### config.mk
export PLATFORM = sky130hd
export DESIGN_NAME = winograd_filter_transform_6x6_3x3_top
export DESIGN_NICKNAME = d
export VERILOG_FILES = /design/src/design/wft_pkg.sv /design/src/design/wft_front.sv /design/src/design/wft_queue.sv /design/src/design/wft_back.sv /design/src/design/winograd_filter_transform_6x6_3x3_top.sv
export SDC_FILE = /design/constraint.sdc
export NUM_CORES = 2
export LEC_CHECK = 0
export ABC_AREA = 1
export BUFFER_PORTS_ARGS = -buffer_cell sky130_fd_sc_hd__buf_4
export CORE_MARGIN = 3
export CORE_UTILIZATION = 60
export DETAILED_ROUTE_END_ITERATION = 10
export PLACE_DENSITY = 0.8
export SLEW_MARGIN = 20
export SYNTH_ARGS = -nofsm -noshare
export SYNTH_HDL_FRONTEND = slang
export SYNTH_SLANG_ARGS = --single-unit
### constraint.sdc
create_clock -name clock -period 10.35 [get_ports clock]
set_clock_uncertainty 0.1 [all_clocks]
set_input_delay 1.035 -clock clock [delete_from_list [all_inputs] [get_ports clock]]
set_output_delay 1.035 -clock clock [all_outputs]
set_load 0.05 [all_outputs]
### src/design/wft_pkg.sv
// ----------------------------------------------------------------------------
// wft_pkg
// shared types, constants and coefficient helpers for the winograd
// f(6x6,3x3) filter transform
// ----------------------------------------------------------------------------
package wft_pkg;

   localparam int WEIGHT_W    = 16;
   localparam int TAPS        = 3;
   localparam int NUM_W       = TAPS * TAPS;
   localparam int TILE_W      = 32;
   localparam int QUEUE_DEPTH = 2;

   // floor(2^35 / 2025), reciprocal for the rounding divide
   localparam logic [24:0] RECIP      = 25'd16967772;
   localparam logic [11:0] DIVISOR    = 12'd2025;
   localparam logic [9:0]  HALF_DIV   = 10'd1012;

   typedef logic [NUM_W-1:0][WEIGHT_W-1:0] filter_type;

   typedef struct packed {
      logic full;
      logic empty;
   } queue_status_type;

   // v times entry (row, k) of the integer matrix h = 180 * g
   function automatic logic signed [31:0] hmul(input logic signed [31:0] v,
                                               input logic [2:0] row,
                                               input logic [1:0] k);
      logic signed [31:0] r;
      case (row)
         3'd0: r = (k == 2'd0) ? v * 32'sd180 : 32'sd0;
         3'd1: r = -(v * 32'sd40);
         3'd2: r = (k == 2'd1) ? v * 32'sd40 : -(v * 32'sd40);
         3'd3: r = v <<< (k + 2'd1);
         3'd4: r = (k == 2'd1) ? -(v <<< 2) : v <<< (k + 2'd1);
         3'd5: r = v <<< (2'd2 - k);
         3'd6: r = (k == 2'd1) ? -(v <<< 1) : v <<< (2'd2 - k);
         3'd7: r = (k == 2'd2) ? v * 32'sd180 : 32'sd0;
         default: r = 32'sd0;
      endcase
      return r;
   endfunction

endpackage

### src/design/wft_front.sv
// ----------------------------------------------------------------------------
// wft_front
// accepts filter requests, applies the 180 degree flip when req_tuser is set
// and pushes the filter into the queue
// ----------------------------------------------------------------------------
module wft_front (
   input  logic                      req_tvalid,
   output logic                      req_tready,
   input  logic [143:0]              req_tdata,   // w00, w01, w02, w10 .. w22
   input  logic                      req_tuser,   // mode
   input  wft_pkg::queue_status_type q_status,
   output logic                      q_push,
   output wft_pkg::filter_type       q_data
);
   wft_pkg::filter_type raw;

   assign raw        = req_tdata;
   assign req_tready = !q_status.full;
   assign q_push     = req_tvalid && req_tready;

   always_comb begin
      for (int n = 0; n < wft_pkg::NUM_W; n++) begin
         q_data[n] = req_tuser ? raw[wft_pkg::NUM_W-1-n] : raw[n];
      end
   end
endmodule

### src/design/wft_queue.sv
// ----------------------------------------------------------------------------
// wft_queue
// short filter queue between front and back
// ----------------------------------------------------------------------------
module wft_queue #(
   parameter int DEPTH = wft_pkg::QUEUE_DEPTH
) (
   input  logic                      clock,
   input  logic                      reset,
   input  logic                      push,
   input  wft_pkg::filter_type       push_data,
   input  logic                      pop,
   output wft_pkg::filter_type       head,
   output wft_pkg::queue_status_type status
);
   localparam int PW = (DEPTH > 1) ? $clog2(DEPTH) : 1;
   localparam int CW = $clog2(DEPTH + 1);

   wft_pkg::filter_type mem_ff [DEPTH];
   logic [PW-1:0] wr_ff, wr_in, rd_ff, rd_in;
   logic [CW-1:0] cnt_ff, cnt_in;

   assign head         = mem_ff[rd_ff];
   assign status.full  = (cnt_ff == CW'(DEPTH));
   assign status.empty = (cnt_ff == '0);

   always_comb begin
      wr_in  = wr_ff;
      rd_in  = rd_ff;
      cnt_in = cnt_ff;
      if (push) begin
         wr_in = (wr_ff == PW'(DEPTH - 1)) ? '0 : wr_ff + 1'b1;
      end
      if (pop) begin
         rd_in = (rd_ff == PW'(DEPTH - 1)) ? '0 : rd_ff + 1'b1;
      end
      if (push && !pop) begin
         cnt_in = cnt_ff + 1'b1;
      end else if (pop && !push) begin
         cnt_in = cnt_ff - 1'b1;
      end
   end

   always_ff @(posedge clock) begin
      if (reset) begin
         wr_ff  <= '0;
         rd_ff  <= '0;
         cnt_ff <= '0;
      end else begin
         wr_ff  <= wr_in;
         rd_ff  <= rd_in;
         cnt_ff <= cnt_in;
      end
      if (push) begin
         mem_ff[wr_ff] <= push_data;
      end
   end
endmodule

### src/design/wft_back.sv
// ----------------------------------------------------------------------------
// wft_back
// walks the 64 tile elements of the head filter through a six stage
// transform and rounding pipeline
// ----------------------------------------------------------------------------
module wft_back (
   input  logic                      clock,
   input  logic                      reset,
   input  wft_pkg::filter_type       head,
   input  wft_pkg::queue_status_type q_status,
   output logic                      q_pop,
   output logic                      rsp_tvalid,
   input  logic                      rsp_tready,
   output logic [39:0]               rsp_tdata,   // tile_value, tile_row, tile_col
   output logic                      rsp_tlast
);
   logic en, issue;
   logic [5:0] idx_ff, idx_in;

   logic va_ff, vb_ff, vc_ff, vd_ff, ve_ff, vf_ff;
   logic [5:0] ia_ff, ib_ff, ic_ff, id_ff, ie_ff, if_ff;

   logic signed [23:0] ta_ff [3];
   logic signed [23:0] ta_in [3];
   logic signed [31:0] sb_ff, sb_in;
   logic [30:0] xc_ff, xd_ff, xe_ff;
   logic [34:0] yc_ff, yd_ff;
   logic sc_ff, sd_ff, se_ff;
   logic [48:0] pd_ff;
   logic [24:0] qe_ff;
   logic [34:0] re_ff;
   logic signed [31:0] vf_val_ff;

   logic [30:0] x_in;
   logic [34:0] y_in;
   logic [24:0] q0;
   logic [36:0] q0m;
   logic [34:0] r_in;
   logic [31:0] mag;
   logic [1:0]  corr;

   assign en    = !vf_ff || rsp_tready;
   assign issue = en && !q_status.empty;
   assign q_pop = issue && (&idx_ff);
   assign idx_in = issue ? idx_ff + 1'b1 : idx_ff;

   // stage a: one row of h * g
   always_comb begin
      for (int c = 0; c < wft_pkg::TAPS; c++) begin
         logic signed [31:0] acc;
         acc = '0;
         for (int k = 0; k < wft_pkg::TAPS; k++) begin
            acc = acc + wft_pkg::hmul(32'(signed'(head[k * wft_pkg::TAPS + c])),
                                      idx_ff[5:3], 2'(k));
         end
         ta_in[c] = acc[23:0];
      end
   end

   // stage b: one element of t * h^T
   always_comb begin
      sb_in = '0;
      for (int k = 0; k < wft_pkg::TAPS; k++) begin
         sb_in = sb_in + wft_pkg::hmul(32'(ta_ff[k]), ia_ff[2:0], 2'(k));
      end
   end

   // stage c: magnitude and remainder term, s*2048/2025 = x + (23x+1012)/2025
   assign x_in = sb_ff[31] ? 31'(-sb_ff) : sb_ff[30:0];
   assign y_in = 35'(x_in) * 35'd23 + 35'(wft_pkg::HALF_DIV);

   // stage e: quotient estimate and remainder
   assign q0   = pd_ff[48:24];
   assign q0m  = 37'(q0) * 37'(wft_pkg::DIVISOR);
   assign r_in = 35'(37'(yd_ff) - q0m);

   // stage f: correction and sign
   always_comb begin
      if (re_ff >= 35'(3 * wft_pkg::DIVISOR)) begin
         corr = 2'd3;
      end else if (re_ff >= 35'(2 * wft_pkg::DIVISOR)) begin
         corr = 2'd2;
      end else if (re_ff >= 35'(wft_pkg::DIVISOR)) begin
         corr = 2'd1;
      end else begin
         corr = 2'd0;
      end
      mag = 32'(xe_ff) + 32'(qe_ff) + 32'(corr);
   end

   always_ff @(posedge clock) begin
      if (reset) begin
         idx_ff <= '0;
         va_ff  <= 1'b0;
         vb_ff  <= 1'b0;
         vc_ff  <= 1'b0;
         vd_ff  <= 1'b0;
         ve_ff  <= 1'b0;
         vf_ff  <= 1'b0;
      end else begin
         idx_ff <= idx_in;
         if (en) begin
            va_ff <= issue;
            vb_ff <= va_ff;
            vc_ff <= vb_ff;
            vd_ff <= vc_ff;
            ve_ff <= vd_ff;
            vf_ff <= ve_ff;
         end
      end
      if (en) begin
         ia_ff <= idx_ff;
         ib_ff <= ia_ff;
         ic_ff <= ib_ff;
         id_ff <= ic_ff;
         ie_ff <= id_ff;
         if_ff <= ie_ff;
         for (int c = 0; c < wft_pkg::TAPS; c++) begin
            ta_ff[c] <= ta_in[c];
         end
         sb_ff <= sb_in;
         xc_ff <= x_in;
         yc_ff <= y_in;
         sc_ff <= sb_ff[31];
         xd_ff <= xc_ff;
         yd_ff <= yc_ff;
         sd_ff <= sc_ff;
         pd_ff <= 49'(yc_ff[34:11]) * 49'(wft_pkg::RECIP);
         xe_ff <= xd_ff;
         se_ff <= sd_ff;
         qe_ff <= q0;
         re_ff <= r_in;
         vf_val_ff <= se_ff ? -signed'(mag) : signed'(mag);
      end
   end

   assign rsp_tvalid = vf_ff;
   assign rsp_tdata  = {2'b00, if_ff[2:0], if_ff[5:3], vf_val_ff};
   assign rsp_tlast  = &if_ff;
endmodule

### src/design/winograd_filter_transform_6x6_3x3_top.sv
// ----------------------------------------------------------------------------
// winograd_filter_transform_6x6_3x3_top
// winograd f(6x6,3x3) filter transform, one 3x3 filter in, 64 tile values out
// throughput: one tile value per cycle while rsp_tready is held, set by the
// back end element counter; the queue holds further filters meanwhile
// reset: synchronous, clears the queue pointers, counter and pipeline valids
// ----------------------------------------------------------------------------
module winograd_filter_transform_6x6_3x3_top #(
   parameter int QUEUE_DEPTH = wft_pkg::QUEUE_DEPTH
) (
   input  logic         clock,
   input  logic         reset,
   input  logic         req_tvalid,
   output logic         req_tready,
   input  logic [143:0] req_tdata,   // w00, w01, w02, w10, w11, w12, w20, w21, w22
   input  logic         req_tuser,   // mode
   output logic         rsp_tvalid,
   input  logic         rsp_tready,
   output logic [39:0]  rsp_tdata,   // tile_value, tile_row, tile_col
   output logic         rsp_tlast    // last
);
   wft_pkg::queue_status_type q_status;
   wft_pkg::filter_type       q_in, q_head;
   logic                      q_push, q_pop;

   wft_front u_front (
      .req_tvalid (req_tvalid),
      .req_tready (req_tready),
      .req_tdata  (req_tdata),
      .req_tuser  (req_tuser),
      .q_status   (q_status),
      .q_push     (q_push),
      .q_data     (q_in)
   );

   wft_queue #(.DEPTH(QUEUE_DEPTH)) u_queue (
      .clock     (clock),
      .reset     (reset),
      .push      (q_push),
      .push_data (q_in),
      .pop       (q_pop),
      .head      (q_head),
      .status    (q_status)
   );

   wft_back u_back (
      .clock      (clock),
      .reset      (reset),
      .head       (q_head),
      .q_status   (q_status),
      .q_pop      (q_pop),
      .rsp_tvalid (rsp_tvalid),
      .rsp_tready (rsp_tready),
      .rsp_tdata  (rsp_tdata),
      .rsp_tlast  (rsp_tlast)
   );
endmodule
==> summary.json <==
{
  "drcViolationCount": {"value": 0},
  "clock_sink_total": {"value": 726},
  "cts_resized": {"value": 0},
  "mean_syn_cell_area": {"value": 7.625, "unit": "um^2"},
  "fin_nets": {"value": 16000},
  "synth_cells": {"value": 13560},
  "chipHeight": {"value": 421.1, "unit": "um"},
  "areaGrowthSynthToFinish": {"value": 6.622, "unit": "%"},
  "wire_per_inst": {"value": 18.98, "unit": "um"},
  "n_fill_cell": {"value": 14790},
  "synth.ff_latch_count": {"value": 726},
  "timing.final.hold_violations": {"value": 0},
  "grt_usage": {"value": 33.86, "unit": "%"},
  "ys.warnings.count": {"value": 0},
  "io_pins": {"value": 192},
  "combinational_family_with_the_most_area_after_synthesis": {"value": "adder cells"},
  "critical_path.most_common_cell": {"value": "sky130_fd_sc_hd__nand2_1"},
  "via_per_inst": {"value": 5.719},
  "gp_congestion": {"value": 1.053},
  "post_synth_main_area_contributors": {"value": "sky130_fd_sc_hd__edfxtp_1 (21%), sky130_fd_sc_hd__ha_1 (17%), sky130_fd_sc_hd__fa_1 (14%), sky130_fd_sc_hd__nand2_1 (10%), sky130_fd_sc_hd__inv_1 (10%)"},
  "outcome": {"value": "finished, final reports clean"},
  "synth.yosys.seq_area_share": {"value": 20.92, "unit": "%"},
  "die_x": {"value": 421.1, "unit": "um"},
  "synth-compound-area-share": {"value": 11.39, "unit": "%"},
  "worst_setup_path_end_kind": {"value": "flip-flop"},
  "post_synth_instance_area": {"value": 103400, "unit": "um^2"},
  "finalCriticalPeriod": {"value": 8.025, "unit": "ns"},
  "multi_input_area": {"value": 70420, "unit": "um^2"},
  "min_delay_path_depth": {"value": 0},
  "fin_hold_ws": {"value": 0.2865, "unit": "ns"},
  "cts.htree.levels": {"value": 3},
  "ff_latch_area": {"value": 21630, "unit": "um^2"},
  "port_buffers": {"value": 189},
  "synth_flop_cell": {"value": "sky130_fd_sc_hd__edfxtp_1"},
  "drv_cap": {"value": 0},
  "die-area": {"value": 177400, "unit": "um^2"},
  "grt_start_max_net_pins": {"value": 155},
  "worst_ep_arrival_time": {"value": 8.41, "unit": "ns"},
  "cts.reportedPaths.clkPinSlew": {"value": 0.07, "unit": "ns"},
  "crit_type": {"value": "flip-flop to flip-flop"},
  "post-synth-top-count-cell": {"value": "sky130_fd_sc_hd__nand2_1"},
  "class_of_the_most_critical_hold_timing_path": {"value": "flip-flop to flip-flop"},
  "drive_above_1_share": {"value": 4.651, "unit": "%"},
  "grt_antenna_before_repair": {"value": 3},
  "synthMuxAreaShare": {"value": 0.009680, "unit": "%"},
  "number_of_enable_flip_flop_cells_after_synthesis": {"value": 709},
  "synth_simple_gate_area_share": {"value": 21.56, "unit": "%"},
  "slew_viol_final": {"value": 0},
  "dp_hpwl": {"value": 249200, "unit": "um"},
  "number_of_buffers_added_for_setup_after_cts": {"value": 0},
  "routed_wirelength": {"value": 305200, "unit": "um"},
  "netlist_cell_types": {"value": 90},
  "ff2ff_path_depth": {"value": 39},
  "rsz0062_at_grt": {"value": "false"},
  "drtAntennaViolNets": {"value": 0},
  "tightest_slew": {"value": 1.174, "unit": "ns"},
  "worst_ep_required_time": {"value": 10.74, "unit": "ns"},
  "achievable-frequency": {"value": 0.1246, "unit": "GHz"},
  "timing.critical_path.slowest_stage_cell": {"value": "sky130_fd_sc_hd__buf_4"},
  "post-synth-top-area-fraction": {"value": 20.59, "unit": "%"},
  "drt_iter0_drc": {"value": 8781},
  "yosys.area_share.adder": {"value": 31.12, "unit": "%"},
  "cts-root-to-sink-buffers": {"value": 3},
  "grt_pass1_vias": {"value": 88660},
  "setup-violations-final": {"value": 0},
  "startpoint_type": {"value": "flip-flop"},
  "utilization": {"value": 64.70, "unit": "%"},
  "final_min_period_over_clock_period": {"value": 77.53, "unit": "%"},
  "tritoncts": {"value": "built"},
  "cpPeakStageDelay": {"value": 0.61, "unit": "ns"},
  "detailedRoute.firstPassIterationCount": {"value": 7},
  "synth_area_in_xor_xnor": {"value": 3.978, "unit": "%"},
  "clock-root-buffer": {"value": "sky130_fd_sc_hd__clkbuf_16"},
  "slew_headroom": {"value": 20.72, "unit": "%"},
  "global_route.overflow_total": {"value": 0},
  "core_area": {"value": 170400, "unit": "um^2"},
  "grt_pass1_wl": {"value": 478200, "unit": "um"},
  "initial_utilization": {"value": 60.68, "unit": "%"},
  "asyncSetResetFlopFracSynth": {"value": 0, "unit": "%"},
  "timing.critical_path.fanout_max": {"value": 69},
  "synth.top_cells.by_count": {"value": "sky130_fd_sc_hd__nand2_1 (2875), sky130_fd_sc_hd__inv_1 (2777), sky130_fd_sc_hd__ha_1 (1396)"},
  "cts_made_buffers": {"value": 83},
  "core.rowCount": {"value": 151},
  "post_cts_hold_buffer_count": {"value": 0},
  "synth_largest_area_cell": {"value": "sky130_fd_sc_hd__edfxtp_1"},
  "vias": {"value": 91950},
  "clk_latency": {"value": 0.75, "unit": "ns"},
  "finalSetupTns": {"value": 0, "unit": "ns"}
}
-- critical path, delay by kind of cell (launching register included) --
family,cells,cell delay (ns)
adders and majority gates,7,2.86
AOI/OAI and AO/OA,9,2.06
buffers and inverters,10,1.36
and+or+nand+nor,13,1.01
DFF,1,0.36
-- placed cells by master (no fill, tap or decap), types with 328 or more instances in the layout --
cell type,n
sky130_fd_sc_hd__xor2_1,328
sky130_fd_sc_hd__o21ai_0,599
sky130_fd_sc_hd__a21oi_1,780
sky130_fd_sc_hd__inv_1,2776
sky130_fd_sc_hd__fa_1,735
sky130_fd_sc_hd__ha_1,1396
sky130_fd_sc_hd__edfxtp_1,709
sky130_fd_sc_hd__nand2_1,2872
sky130_fd_sc_hd__nand3_1,639
sky130_fd_sc_hd__nor2_1,1006
-- sequential cells by signal, indices dropped and copies added, names as in the netlist, 25 cells and up, named ones only --
name and count:
u_back.pd_ff 25, u_back.sb_ff 32, u_back.qe_ff 25, u_back.yd_ff 35, u_queue.mem_ff 288, u_back.vf_val_ff 32
u_back.ta_ff 72, u_back.re_ff 35, u_back.yc_ff 35, u_back.xc_ff 30, u_back.xe_ff 31, u_back.xd_ff 30
-- cells by family after synthesis --
kind of cell / count (synthesis)
other: 1
adders and majority gates: 2131
xor gates and xnor gates: 468
DFF: 726
buffers and inverters: 2992
AOI/OAI and AO/OA: 2018
and+or+nand+nor: 5224
muxes: 1
-- per-stage QoR --
stage | cells | area, um^2 | setup WS (ns)
3_3_place_gp | 15930 | 107400 | 2.563
3_5_place_dp | 15930 | 107400 | 2.442
6_report | 16080 | 110300 | 2.325
4_1_cts | 16080 | 110300 | 2.431
5_1_grt | 16080 | 110300 | 1.580
2_1_floorplan | 13560 | 103400 | 0.1780
-- routing by layer --
layer	part of all wire (%)	wire (um)	track usage, %
met5	0.0043	13	0
met2	45	137000	55.02
met4	7.1	21620	20.27
met3	8.3	25450	4.995
met1	40	121200	42.89
-- final timing paths --
check                        from             endpoint  slack [ns]
setup / recovery        flip-flop  u_back.ta_ff[0][23]        2.33
hold reg to reg   u_back.yc_ff[6]      u_back.yd_ff[6]        0.29
hold / removal    u_back.yc_ff[6]      u_back.yd_ff[6]        0.29
setup reg to reg        flip-flop  u_back.ta_ff[0][23]        2.33
-- layout make-up --
class                      count  share of cell area [%]
multi-input combinational   9844                   63.87
clock inverter                53                  0.5527
clock buffer                  98                   2.011
inverter                    2804                   9.555
timing repair buffer         258                   1.783
antenna                        1                0.002270
tap                         2295                   2.604
sequential                   726                   19.62
Power is not shown: default switching activity piles up to over one toggle a cycle in this logic, so the estimate is an artifact.
